### config.mk
export PLATFORM = sky130hd
export DESIGN_NAME = angle_to_sexagesimal_unit_flat
export DESIGN_NICKNAME = d
export VERILOG_FILES = /design/src/hw/rtl/asx_pkg.sv /design/src/hw/rtl/asx_in_if.sv /design/src/hw/rtl/asx_out_if.sv /design/src/hw/rtl/asx_min_split.sv /design/src/hw/rtl/angle_to_sexagesimal_unit.sv /design/src/flat_wrapper.sv
export VERILOG_INCLUDE_DIRS = /design/src /design/src/hw/rtl
export SDC_FILE = /design/constraint.sdc
export NUM_CORES = 2
export LEC_CHECK = 0
export ABC_AREA = 1
export BUFFER_PORTS_ARGS = -buffer_cell sky130_fd_sc_hd__buf_2
export CAP_MARGIN = 15
export CELL_PAD_IN_SITES_DETAIL_PLACEMENT = 1
export CELL_PAD_IN_SITES_GLOBAL_PLACEMENT = 1
export CORE_ASPECT_RATIO = 0.5
export CORE_MARGIN = 8
export CORE_UTILIZATION = 45
export DETAILED_ROUTE_END_ITERATION = 16
export PLACE_DENSITY_LB_ADDON = 0.1
export SYNTH_ARGS = -nofsm -noshare
export SYNTH_HDL_FRONTEND = slang
export SYNTH_SLANG_ARGS = --single-unit
### constraint.sdc
create_clock -name clk -period 28 [get_ports clk]
set_clock_uncertainty 0.1 [all_clocks]
set_input_delay 5.6 -clock clk [delete_from_list [all_inputs] [get_ports clk]]
set_output_delay 5.6 -clock clk [all_outputs]
set_load 0.05 [all_outputs]
### src/hw/rtl/angle_to_sexagesimal_unit_assert.svh
// Assertion macros shared by the angle to sexagesimal RTL.
// Depends on nothing; the including module supplies clock and reset names.
`ifndef ANGLE_TO_SEXAGESIMAL_UNIT_ASSERT_SVH
`define ANGLE_TO_SEXAGESIMAL_UNIT_ASSERT_SVH

// The consequent must hold in the same cycle as the antecedent.
`define ASX_ASSERT_SAME(label, clk, rst, ante, cons, msg) \
    label: assert property (@(posedge clk) disable iff (!(rst)) (ante) |-> (cons)) \
        else $error(msg);

// The consequent must hold in the cycle after the antecedent.
`define ASX_ASSERT_NEXT(label, clk, rst, ante, cons, msg) \
    label: assert property (@(posedge clk) disable iff (!(rst)) (ante) |=> (cons)) \
        else $error(msg);

`endif

### src/hw/rtl/asx_pkg.sv
// Shared constants and types of the angle to sexagesimal converter.
// Depends on nothing; used by the interfaces and all RTL modules.
package asx_pkg;

    // Fixed field widths.
    localparam int ANGLE_W = 40;
    localparam int WHOLE_W = 22;
    localparam int MIN_W   = 6;
    localparam int SEC_W   = 22;

    // Largest degree magnitude (radians input, 180/pi applied) fits in 45 bits.
    localparam int MAG_W  = 45;
    localparam int PROD_W = 78;

    // 180/pi in Q32, split into two 19-bit halves for the partial products.
    localparam logic [37:0] RAD_TO_DEG_Q32 = 38'd246083499208;
    localparam logic [18:0] RAD_TO_DEG_HI  = RAD_TO_DEG_Q32[37:19];
    localparam logic [18:0] RAD_TO_DEG_LO  = RAD_TO_DEG_Q32[18:0];

    // Sexagesimal limits.
    localparam logic [MIN_W-1:0] MAX_MIN      = 6'd59;
    localparam logic [8:0]       FULL_TURN    = 9'd360;
    localparam logic [8:0]       FULL_TURN_M1 = 9'd359;
    localparam logic [5:0]       HOURS_PER_DAY = 6'd24;

    // 2^12 is 1 modulo 45, so 12-bit chunks can be summed before reducing.
    localparam int FOLD_CHUNK = 12;
    localparam int FOLD_W     = 14;

    // Reciprocals for exact division of small values.
    localparam logic [12:0] RECIP45       = 13'd5826;
    localparam int          RECIP45_SHIFT = 18;
    localparam logic [11:0] RECIP15       = 12'd2185;
    localparam int          RECIP15_SHIFT = 15;

    // Input codes.
    localparam logic ACTION_DMS   = 1'b0;
    localparam logic ACTION_HMS   = 1'b1;
    localparam logic UNIT_DEGREES = 1'b0;
    localparam logic UNIT_RADIANS = 1'b1;

    // Result of the minutes and seconds split.
    typedef struct packed {
        logic [MIN_W-1:0] minutes;
        logic [SEC_W-1:0] seconds;
        logic             carry;
    } asx_split_t;

endpackage

### src/hw/rtl/asx_in_if.sv
// Input channel of the angle to sexagesimal converter: one angle per beat.
// Depends on asx_pkg for the field widths.
interface asx_in_if;
    logic                                valid;
    logic                                ready;
    logic signed [asx_pkg::ANGLE_W-1:0]  angle;
    logic                                unit_is_radians;
    logic                                action;

    modport source (output valid, angle, unit_is_radians, action, input ready);
    modport sink   (input valid, angle, unit_is_radians, action, output ready);
endinterface

### src/hw/rtl/asx_out_if.sv
// Output channel of the angle to sexagesimal converter: one result per beat.
// Depends on asx_pkg for the field widths.
interface asx_out_if;
    logic                                valid;
    logic                                ready;
    logic signed [asx_pkg::WHOLE_W-1:0]  whole_part;
    logic        [asx_pkg::MIN_W-1:0]    minutes;
    logic        [asx_pkg::SEC_W-1:0]    seconds;
    logic                                negative;

    modport source (output valid, whole_part, minutes, seconds, negative, input ready);
    modport sink   (input valid, whole_part, minutes, seconds, negative, output ready);
endinterface

### src/hw/rtl/asx_min_split.sv
// Final split of a minutes value into minutes, seconds and a carry.
// Depends on asx_pkg for widths, limits and the split result struct.
module asx_min_split #(
    parameter int ANGLE_FRAC_BITS   = 24,
    parameter int SECONDS_FRAC_BITS = 16
) (
    input  logic [asx_pkg::MIN_W-1:0]   mbase,
    input  logic [ANGLE_FRAC_BITS-1:0]  rem,
    output asx_pkg::asx_split_t         split
);

    localparam int AFB   = ANGLE_FRAC_BITS;
    localparam int SFB   = SECONDS_FRAC_BITS;
    localparam int SX_W  = AFB + 6;
    localparam int EXT_W = asx_pkg::SEC_W + SX_W + SFB;
    localparam logic [SX_W-1:0] SEC_LIMIT = {asx_pkg::MAX_MIN, {AFB{1'b0}}};

    logic [SX_W-1:0]           sec_exact;
    logic [EXT_W-1:0]          sec_ext;
    logic                      sec_carry;
    logic [asx_pkg::MIN_W:0]   min_sum;

    // Seconds are the remainder times 60, rescaled to the seconds fraction.
    assign sec_exact = {rem, 6'd0} - {4'd0, rem, 2'd0};
    assign sec_ext   = {{asx_pkg::SEC_W{1'b0}}, sec_exact, {SFB{1'b0}}};
    assign sec_carry = sec_exact > SEC_LIMIT;
    assign min_sum   = {1'b0, mbase} + (asx_pkg::MIN_W + 1)'(sec_carry);

    always_comb
    begin
        split.seconds = sec_carry ? '0 : sec_ext[AFB +: asx_pkg::SEC_W];
        if (min_sum > {1'b0, asx_pkg::MAX_MIN})
        begin
            split.minutes = '0;
            split.carry   = 1'b1;
        end
        else
        begin
            split.minutes = min_sum[asx_pkg::MIN_W-1:0];
            split.carry   = 1'b0;
        end
    end

endmodule

### src/hw/rtl/angle_to_sexagesimal_unit.sv
// Top level of the angle to sexagesimal converter: an eight-stage pipeline.
// Depends on asx_pkg, asx_in_if, asx_out_if, asx_min_split and the assert header.
//
//   channel   direction  beat carries
//   -------   ---------  -----------------------------------------------
//   sample    in         angle, unit_is_radians, action
//   result    out        whole_part, minutes, seconds, negative
//
// One beat is accepted per cycle while the result is not stalled, and each
// beat passes through the stage chain: magnitude, partial products of the
// 180/pi scaling, product sum, minutes and modulo fold, reciprocal divide by
// 45, turn wrap, divide by 15, and the final seconds split with its carries.
// Reset clears only the stage valid bits; the data registers are not reset.
// A stalled result holds every stage that is full; an empty stage still takes
// data, so bubbles are squeezed out and nothing is lost or repeated.
module angle_to_sexagesimal_unit #(
    parameter int ANGLE_FRAC_BITS   = 24,
    parameter int SECONDS_FRAC_BITS = 16
) (
    input logic        clk,
    input logic        rst_n,
    asx_in_if.sink     sample,
    asx_out_if.source  result
);

`include "angle_to_sexagesimal_unit_assert.svh"

    localparam int AFB     = ANGLE_FRAC_BITS;
    localparam int NSTAGE  = 8;
    localparam int WHL_W   = asx_pkg::MAG_W - AFB;
    localparam int XW      = WHL_W - 3;
    localparam int NCH     = (XW + asx_pkg::FOLD_CHUNK - 1) / asx_pkg::FOLD_CHUNK;
    localparam int XP_W    = NCH * asx_pkg::FOLD_CHUNK;
    localparam int W22     = asx_pkg::WHOLE_W;

    typedef struct packed {
        logic [asx_pkg::ANGLE_W-1:0] mag;
        logic                        neg;
        logic                        rad;
        logic                        hms;
    } st1_t;

    typedef struct packed {
        logic [asx_pkg::ANGLE_W-1:0] mag;
        logic [38:0]                 pp_hh;
        logic [38:0]                 pp_hl;
        logic [38:0]                 pp_lh;
        logic [38:0]                 pp_ll;
        logic                        neg;
        logic                        rad;
        logic                        hms;
    } st2_t;

    typedef struct packed {
        logic [WHL_W-1:0] whole;
        logic [AFB-1:0]   frac;
        logic             neg;
        logic             hms;
    } st3_t;

    typedef struct packed {
        logic [asx_pkg::FOLD_W-1:0] fold;
        logic [2:0]                 low3;
        logic [AFB-1:0]             frac;
        logic [W22-1:0]             whole22;
        logic [5:0]                 dms_mbase;
        logic [AFB-1:0]             dms_rem;
        logic                       neg;
        logic                       hms;
    } st4_t;

    typedef struct packed {
        logic [12:0]    y;
        logic [7:0]     q;
        logic [2:0]     low3;
        logic [AFB-1:0] frac;
        logic [W22-1:0] whole22;
        logic [5:0]     dms_mbase;
        logic [AFB-1:0] dms_rem;
        logic           neg;
        logic           hms;
    } st5_t;

    typedef struct packed {
        logic [8:0]     w;
        logic [AFB-1:0] frac;
        logic [W22-1:0] whole22;
        logic [5:0]     dms_mbase;
        logic [AFB-1:0] dms_rem;
        logic           neg;
        logic           hms;
    } st6_t;

    typedef struct packed {
        logic [W22-1:0] whole22;
        logic [5:0]     mbase;
        logic [AFB-1:0] rem;
        logic           neg;
        logic           hms;
    } st7_t;

    typedef struct packed {
        logic [W22-1:0]              whole_part;
        logic [asx_pkg::MIN_W-1:0]   minutes;
        logic [asx_pkg::SEC_W-1:0]   seconds;
        logic                        negative;
    } res_t;

    logic [NSTAGE:1]   valid_reg;
    logic [NSTAGE:1]   valid_next;
    logic [NSTAGE+1:1] stage_en;

    st1_t s1_reg, s1_next;
    st2_t s2_reg, s2_next;
    st3_t s3_reg, s3_next;
    st4_t s4_reg, s4_next;
    st5_t s5_reg, s5_next;
    st6_t s6_reg, s6_next;
    st7_t s7_reg, s7_next;
    res_t out_reg, out_next;

    asx_pkg::asx_split_t split;

    // A stage loads when it is empty or when the stage after it moves on.
    always_comb
    begin
        stage_en[NSTAGE+1] = result.ready;
        for (int i = NSTAGE; i >= 1; i--)
        begin
            stage_en[i] = !valid_reg[i] || stage_en[i+1];
        end
    end

    always_comb
    begin
        valid_next = valid_reg;
        if (stage_en[1])
        begin
            valid_next[1] = sample.valid;
        end
        for (int i = 2; i <= NSTAGE; i++)
        begin
            if (stage_en[i])
            begin
                valid_next[i] = valid_reg[i-1];
            end
        end
    end

    always_ff @(posedge clk or negedge rst_n)
    begin
        if (!rst_n)
        begin
            valid_reg <= '0;
        end
        else
        begin
            valid_reg <= valid_next;
        end
    end

    // Stage 1: sign and magnitude of the angle.
    always_comb
    begin
        s1_next = s1_reg;
        if (stage_en[1])
        begin
            s1_next.neg = sample.angle[asx_pkg::ANGLE_W-1];
            s1_next.mag = s1_next.neg ? (~sample.angle + 1'b1) : sample.angle;
            s1_next.rad = (sample.unit_is_radians == asx_pkg::UNIT_RADIANS);
            s1_next.hms = (sample.action == asx_pkg::ACTION_HMS);
        end
    end

    // Stage 2: four 20 by 19 bit partial products of magnitude times 180/pi.
    always_comb
    begin
        s2_next = s2_reg;
        if (stage_en[2])
        begin
            s2_next.mag   = s1_reg.mag;
            s2_next.pp_hh = 39'(s1_reg.mag[39:20]) * 39'(asx_pkg::RAD_TO_DEG_HI);
            s2_next.pp_hl = 39'(s1_reg.mag[39:20]) * 39'(asx_pkg::RAD_TO_DEG_LO);
            s2_next.pp_lh = 39'(s1_reg.mag[19:0]) * 39'(asx_pkg::RAD_TO_DEG_HI);
            s2_next.pp_ll = 39'(s1_reg.mag[19:0]) * 39'(asx_pkg::RAD_TO_DEG_LO);
            s2_next.neg   = s1_reg.neg;
            s2_next.rad   = s1_reg.rad;
            s2_next.hms   = s1_reg.hms;
        end
    end

    // Stage 3: sum the products, drop 32 fraction bits for a radian input, split whole and fraction.
    logic [asx_pkg::PROD_W-1:0] prod;
    logic [asx_pkg::MAG_W-1:0]  deg;

    assign prod = (asx_pkg::PROD_W'(s2_reg.pp_hh) << 39)
                + (asx_pkg::PROD_W'(s2_reg.pp_hl) << 20)
                + (asx_pkg::PROD_W'(s2_reg.pp_lh) << 19)
                +  asx_pkg::PROD_W'(s2_reg.pp_ll);
    assign deg  = s2_reg.rad ? prod[asx_pkg::MAG_W+31:32] : asx_pkg::MAG_W'(s2_reg.mag);

    always_comb
    begin
        s3_next = s3_reg;
        if (stage_en[3])
        begin
            s3_next.whole = deg[asx_pkg::MAG_W-1:AFB];
            s3_next.frac  = deg[AFB-1:0];
            s3_next.neg   = s2_reg.neg;
            s3_next.hms   = s2_reg.hms;
        end
    end

    // Stage 4: degree minutes as fraction times 60; fold whole/8 modulo 45.
    logic [AFB+5:0]      frac60;
    logic [XP_W-1:0]     x_pad;
    logic [WHL_W+21:0]   whole_wide;
    logic [asx_pkg::FOLD_W-1:0] fold;

    assign frac60     = {s3_reg.frac, 6'd0} - {4'd0, s3_reg.frac, 2'd0};
    assign x_pad      = XP_W'(s3_reg.whole[WHL_W-1:3]);
    assign whole_wide = {22'd0, s3_reg.whole};

    always_comb
    begin
        fold = '0;
        for (int i = 0; i < NCH; i++)
        begin
            fold = fold + asx_pkg::FOLD_W'(x_pad[i*asx_pkg::FOLD_CHUNK +: asx_pkg::FOLD_CHUNK]);
        end
    end

    always_comb
    begin
        s4_next = s4_reg;
        if (stage_en[4])
        begin
            s4_next.fold      = fold;
            s4_next.low3      = s3_reg.whole[2:0];
            s4_next.frac      = s3_reg.frac;
            s4_next.whole22   = whole_wide[W22-1:0];
            s4_next.dms_mbase = frac60[AFB+5:AFB];
            s4_next.dms_rem   = frac60[AFB-1:0];
            s4_next.neg       = s3_reg.neg;
            s4_next.hms       = s3_reg.hms;
        end
    end

    // Stage 5: second fold, then quotient by 45 through its reciprocal.
    logic [12:0] y5;
    logic [25:0] yq;

    assign y5 = 13'(s4_reg.fold[11:0]) + 13'(s4_reg.fold[asx_pkg::FOLD_W-1:12]);
    assign yq = 26'(y5) * 26'(asx_pkg::RECIP45);

    always_comb
    begin
        s5_next = s5_reg;
        if (stage_en[5])
        begin
            s5_next.y         = y5;
            s5_next.q         = yq[25:asx_pkg::RECIP45_SHIFT];
            s5_next.low3      = s4_reg.low3;
            s5_next.frac      = s4_reg.frac;
            s5_next.whole22   = s4_reg.whole22;
            s5_next.dms_mbase = s4_reg.dms_mbase;
            s5_next.dms_rem   = s4_reg.dms_rem;
            s5_next.neg       = s4_reg.neg;
            s5_next.hms       = s4_reg.hms;
        end
    end

    // Stage 6: degrees modulo 360, then a negative angle is wrapped up.
    logic [12:0] q45;
    logic [12:0] r45;
    logic [8:0]  w360;

    assign q45  = {s5_reg.q, 5'd0} + {2'd0, s5_reg.q, 3'd0}
                + {3'd0, s5_reg.q, 2'd0} + 13'(s5_reg.q);
    assign r45  = s5_reg.y - q45;
    assign w360 = {r45[5:0], s5_reg.low3};

    always_comb
    begin
        s6_next = s6_reg;
        if (stage_en[6])
        begin
            s6_next.w    = w360;
            s6_next.frac = s5_reg.frac;
            if (s5_reg.neg && (w360 != '0 || s5_reg.frac != '0))
            begin
                s6_next.w    = ((s5_reg.frac == '0) ? asx_pkg::FULL_TURN
                                                    : asx_pkg::FULL_TURN_M1) - w360;
                s6_next.frac = ~s5_reg.frac + 1'b1;
            end
            s6_next.whole22   = s5_reg.whole22;
            s6_next.dms_mbase = s5_reg.dms_mbase;
            s6_next.dms_rem   = s5_reg.dms_rem;
            s6_next.neg       = s5_reg.neg;
            s6_next.hms       = s5_reg.hms;
        end
    end

    // Stage 7: in HMS mode, hours as degrees over 15; the remainder times 4 starts the minutes.
    logic [20:0] wq;
    logic [5:0]  hours;
    logic [9:0]  h15;
    logic [9:0]  r15;

    assign wq    = 21'(s6_reg.w) * 21'(asx_pkg::RECIP15);
    assign hours = wq[20:asx_pkg::RECIP15_SHIFT];
    assign h15   = {hours, 4'd0} - 10'(hours);
    assign r15   = 10'(s6_reg.w) - h15;

    always_comb
    begin
        s7_next = s7_reg;
        if (stage_en[7])
        begin
            if (s6_reg.hms)
            begin
                s7_next.whole22 = W22'(hours);
                s7_next.mbase   = {r15[3:0], s6_reg.frac[AFB-1 -: 2]};
                s7_next.rem     = {s6_reg.frac[AFB-3:0], 2'b00};
            end
            else
            begin
                s7_next.whole22 = s6_reg.whole22;
                s7_next.mbase   = s6_reg.dms_mbase;
                s7_next.rem     = s6_reg.dms_rem;
            end
            s7_next.neg = s6_reg.neg;
            s7_next.hms = s6_reg.hms;
        end
    end

    // Stage 8: seconds, both carries, and the sign back on the degrees.
    asx_min_split #(
        .ANGLE_FRAC_BITS   (ANGLE_FRAC_BITS),
        .SECONDS_FRAC_BITS (SECONDS_FRAC_BITS)
    ) u_min_split (
        .mbase (s7_reg.mbase),
        .rem   (s7_reg.rem),
        .split (split)
    );

    logic [W22-1:0] whole_sum;

    assign whole_sum = s7_reg.whole22 + W22'(split.carry);

    always_comb
    begin
        out_next = out_reg;
        if (stage_en[8])
        begin
            out_next.whole_part = (s7_reg.neg && !s7_reg.hms) ? (~whole_sum + 1'b1)
                                                             : whole_sum;
            out_next.minutes    = split.minutes;
            out_next.seconds    = split.seconds;
            out_next.negative   = s7_reg.neg;
        end
    end

    always_ff @(posedge clk)
    begin
        s1_reg  <= s1_next;
        s2_reg  <= s2_next;
        s3_reg  <= s3_next;
        s4_reg  <= s4_next;
        s5_reg  <= s5_next;
        s6_reg  <= s6_next;
        s7_reg  <= s7_next;
        out_reg <= out_next;
    end

    assign sample.ready      = stage_en[1];
    assign result.valid      = valid_reg[NSTAGE];
    assign result.whole_part = out_reg.whole_part;
    assign result.minutes    = out_reg.minutes;
    assign result.seconds    = out_reg.seconds;
    assign result.negative   = out_reg.negative;

    // Minutes never leave 0..59 after the carries.
    `ASX_ASSERT_SAME(a_minutes_range, clk, rst_n, result.valid,
        result.minutes <= asx_pkg::MAX_MIN, "minutes above 59")
    // The wrapped angle stays inside one turn.
    `ASX_ASSERT_SAME(a_wrap_range, clk, rst_n, valid_reg[6] && s6_reg.hms,
        s6_reg.w < asx_pkg::FULL_TURN, "wrapped degrees outside one turn")
    // Before the minutes carry, hours stay below a full day.
    `ASX_ASSERT_SAME(a_hours_range, clk, rst_n, valid_reg[7] && s7_reg.hms,
        s7_reg.whole22 < W22'(asx_pkg::HOURS_PER_DAY), "hours before carry above 23")
    // The input is only held off when a result is waiting on the output.
    `ASX_ASSERT_SAME(a_backpressure_source, clk, rst_n, !sample.ready,
        result.valid && !result.ready, "input stalled without output stall")
    // An empty pipeline with no new beat cannot produce a result.
    `ASX_ASSERT_NEXT(a_no_phantom, clk, rst_n,
        valid_reg == '0 && !(sample.valid && sample.ready),
        !result.valid, "result without an accepted beat")

endmodule
### src/flat_wrapper.sv
// flat-port wrapper written by rule: the top's interface ports become plain ports
module angle_to_sexagesimal_unit_flat 
#(
    parameter int ANGLE_FRAC_BITS   = 24,
    parameter int SECONDS_FRAC_BITS = 16
)
  (clk, rst_n, sample_valid, sample_angle, sample_unit_is_radians, sample_action, sample_ready, result_valid, result_whole_part, result_minutes, result_seconds, result_negative, result_ready);
  asx_in_if sample_i ();
  asx_out_if result_i ();
  input logic clk;
  input logic rst_n;
  input wire logic [$bits(sample_i.valid)-1:0] sample_valid;
  input wire logic [$bits(sample_i.angle)-1:0] sample_angle;
  input wire logic [$bits(sample_i.unit_is_radians)-1:0] sample_unit_is_radians;
  input wire logic [$bits(sample_i.action)-1:0] sample_action;
  output wire logic [$bits(sample_i.ready)-1:0] sample_ready;
  output wire logic [$bits(result_i.valid)-1:0] result_valid;
  output wire logic [$bits(result_i.whole_part)-1:0] result_whole_part;
  output wire logic [$bits(result_i.minutes)-1:0] result_minutes;
  output wire logic [$bits(result_i.seconds)-1:0] result_seconds;
  output wire logic [$bits(result_i.negative)-1:0] result_negative;
  input wire logic [$bits(result_i.ready)-1:0] result_ready;
  assign sample_i.valid = sample_valid;
  assign sample_i.angle = sample_angle;
  assign sample_i.unit_is_radians = sample_unit_is_radians;
  assign sample_i.action = sample_action;
  assign sample_ready = sample_i.ready;
  assign result_valid = result_i.valid;
  assign result_whole_part = result_i.whole_part;
  assign result_minutes = result_i.minutes;
  assign result_seconds = result_i.seconds;
  assign result_negative = result_i.negative;
  assign result_i.ready = result_ready;
  angle_to_sexagesimal_unit #(.ANGLE_FRAC_BITS(ANGLE_FRAC_BITS), .SECONDS_FRAC_BITS(SECONDS_FRAC_BITS)) u_core (.clk(clk), .rst_n(rst_n), .sample(sample_i), .result(result_i));
endmodule
==> reports/summary.txt <==
Post-cts hold buffer count: 0
Hold Crit Depth: 0
Slew Limit Fails: 0
Commonest non-fill, non-tap cells in the layout: inv_1 (1070), nand2_1 (997), ha_1 (713), edfxtp_1 (609), fa_1 (490)
Arrival @ worst endpoint: 10.78 ns
Setup tns final: 0 ns
DR pass1 iterations: 6
H-tree lvl count: 2
GPL Wtd Cong: 0.932
Status: finished, final reports clean
Top cells by area, synth: edfxtp_1 (33%), fa_1 (18%), ha_1 (16%), inv_1 (7.3%), nand2_1 (6.8%)
FF-to-FF End: u_core.s2_reg[78]
Post-Place Cells: 7401
Die Area: 135000 µm²
Max FO, Critical Path: 53
Fillers: 13800
Die width: 512 µm
Count of different cell masters after synthesis: 62
Core ar.: 123000 µm²
Worst hold start: u_core.s4_reg[54]
Root Buffer: clkbuf_16
Final setup fails: 0
Num Clock Sinks: 617
Final Non-Filler Cells: 7516
Met1 wire length: 91000 µm
Layout cell share with drive strength beyond 1: 6.00%
Synth Register Bits: 617
Worst Reg-to-Reg Cells: 22
IO buf count: 98
Final hold vios: 0
Max-slew headroom: 16.5%
WL per Instance: 22.8 µm
Largest net degree at the start of global routing: 66
Std cell rows: 91
Setup Crit Path Kind: input pin to output port
Met3 WL: 17300 µm
Top-Level Pins: 99
Initial antenna violation count: 4
# resized after CTS: 0
WP data required: 22.30 ns
Synthesized net count: 6921
Vias in the first global route: 41700
Clock transition at path regs: 0.06 ns
Post-detail-place hpwl: 146000 µm
Fin area: 59900 µm²
Number of synthesized flops with an enable pin: 609
Setup Buffers After CTS: 0
Worst Hold Path EP: u_core.s5_reg[54]
Routed length on met2: 61800 µm
CTS tree: done
Crit path time final: 16.48 ns
Cts bufs inserted: 60
Register area share after synthesis: 33.5%
Vias/cell: 5.36
Global-route wire length before repair: 260000 µm
Yosys warnings: 0
Synth Flop Type: edfxtp_1
Final nets: 7086
Total routed wirelength: 171000 µm
RSZ-0062 raised after global routing: no
Tcrit/Tclk final: 58.9%
Async S/R FF share, synth: 1.30%
CTS max path bufs: 3
R2R Setup Slk: 21.01 ns
Fmax: 60.7 MHz
Final ANT Viol Nets: 0
Area leader, netlist: edfxtp_1
DR vias: 40300
Hold WC Path Type: flop to flop
Grt total ovfl: 0
Top cell type's share of synthesized area: 33.1%
Chip height: 264 µm
Synth Area per Inst: 9.74 µm²
Worst r2r src: u_core.s1_reg[5]
Max Cap Viol: 0
Max Used Layer: met4
Initial Util: 45.1%
1st-iter DRT viols: 3636
Synth-to-layout area growth: 8.37%
Placed cell areas: 57900 µm²
Synth Instances: 5672
Setup crit start kind: input pin
All-layer global routing usage: 25.1%
Core Util, Final: 48.9%
Crit. End Element: output port
Measured slew at the worst slew-check pin: 1.25 ns
Most common cell after layout, fill and taps aside: inv_1
Max reg flops: 161
Clk_lat worst skew: 0.68 ns
# DRC: 0
Mapped Area: 55300 µm²
-- cells in the mapped netlist (23+ instances only) --
master	instances
nand4_1	56
nor4_1	23
a21oi_1	258
nor2_1	400
nor3_1	73
nand3_1	178
inv_1	1077
xor2_1	192
a31oi_1	25
edfxtp_1	609
ha_1	713
fa_1	490
o21ai_0	180
clkbuf_1	24
xnor2_1	99
nand2_1	998
a21o_1	26
-- worst max-delay path, cell delays in order --
cell and delay [ns]:
buf_2 0.10, nor2_1 0.13, inv_2 0.04, buf_4 0.34, nor2_1 0.21, inv_2 0.04, buf_4 0.33, nor2_1 0.22
clkinv_2 0.34, nor2_1 0.24, clkinv_2 0.43, nor2_1 0.31, clkinv_2 0.51, nor2_1 0.29, inv_2 0.42, nor2_1 0.54
nand2_2 0.31, buf_2 0.31
-- how the worst max path moves through the flow --
stage | from | to | slack, ns
finish | result_ready | sample_ready | 11.52
global route | result_ready | sample_ready | 10.95
CTS | result_ready | sample_ready | 11.38
detailed placement | result_ready | sample_ready | 11.43
global placement | result_ready | sample_ready | 11.50
floorplan | result_ready | sample_ready | 6.45
-- routing by layer --
| layer | track usage, % | up-vias |
|---|---|---|
| met3 | 7.66 | 108 |
| met4 | 2.47 | 0 |
| met2 | 32.2 | 1154 |
| li1 | - | 18800 |
| met5 | 0 | - |
| met1 | 41.5 | 20200 |
-- kinds of logic (layout without fill, tap and decap cells) --
| group | after synthesis | count (layout) | share of synthesized area, % |
|---|---|---|---|
| simple gates | 1822 | 1822 | 13.9 |
| xor+xnor | 292 | 292 | 4.64 |
| compound gates | 606 | 606 | 6.25 |
| other cells | 0 | 2 | 0 |
| buf+inv | 1132 | 1347 | 7.82 |
| fa+ha+maj | 1203 | 1203 | 33.9 |
| flops | 617 | 617 | 33.5 |
-- through the flow --
stage	setup WS, ns	hold slack [ns]
after floorplan	6.45	0.300
after detailed placement	11.43	0.305
after global routing	10.95	0.326
final	11.52	0.318
after global placement	11.50	0.305
after CTS	11.38	0.312
-- final cells by class --
type                            instances  area, µm²  share of cell area, %
Tap cell                             1627       2040                   3.40
Inverter                             1097       4130                   6.89
Clock inverter                         45        415                  0.694
Antenna cell                            2       5.00                0.00836
Clock buffer                           67       1550                   2.58
Sequential cell                       617      18500                   30.9
Timing Repair Buffer                  138        811                   1.35
Multi-Input combinational cell       3923      32500                   54.2
Power is left out: the tool's default activity adds up to more than one toggle a clock period on the data nets, which glitch-free logic cannot reach.
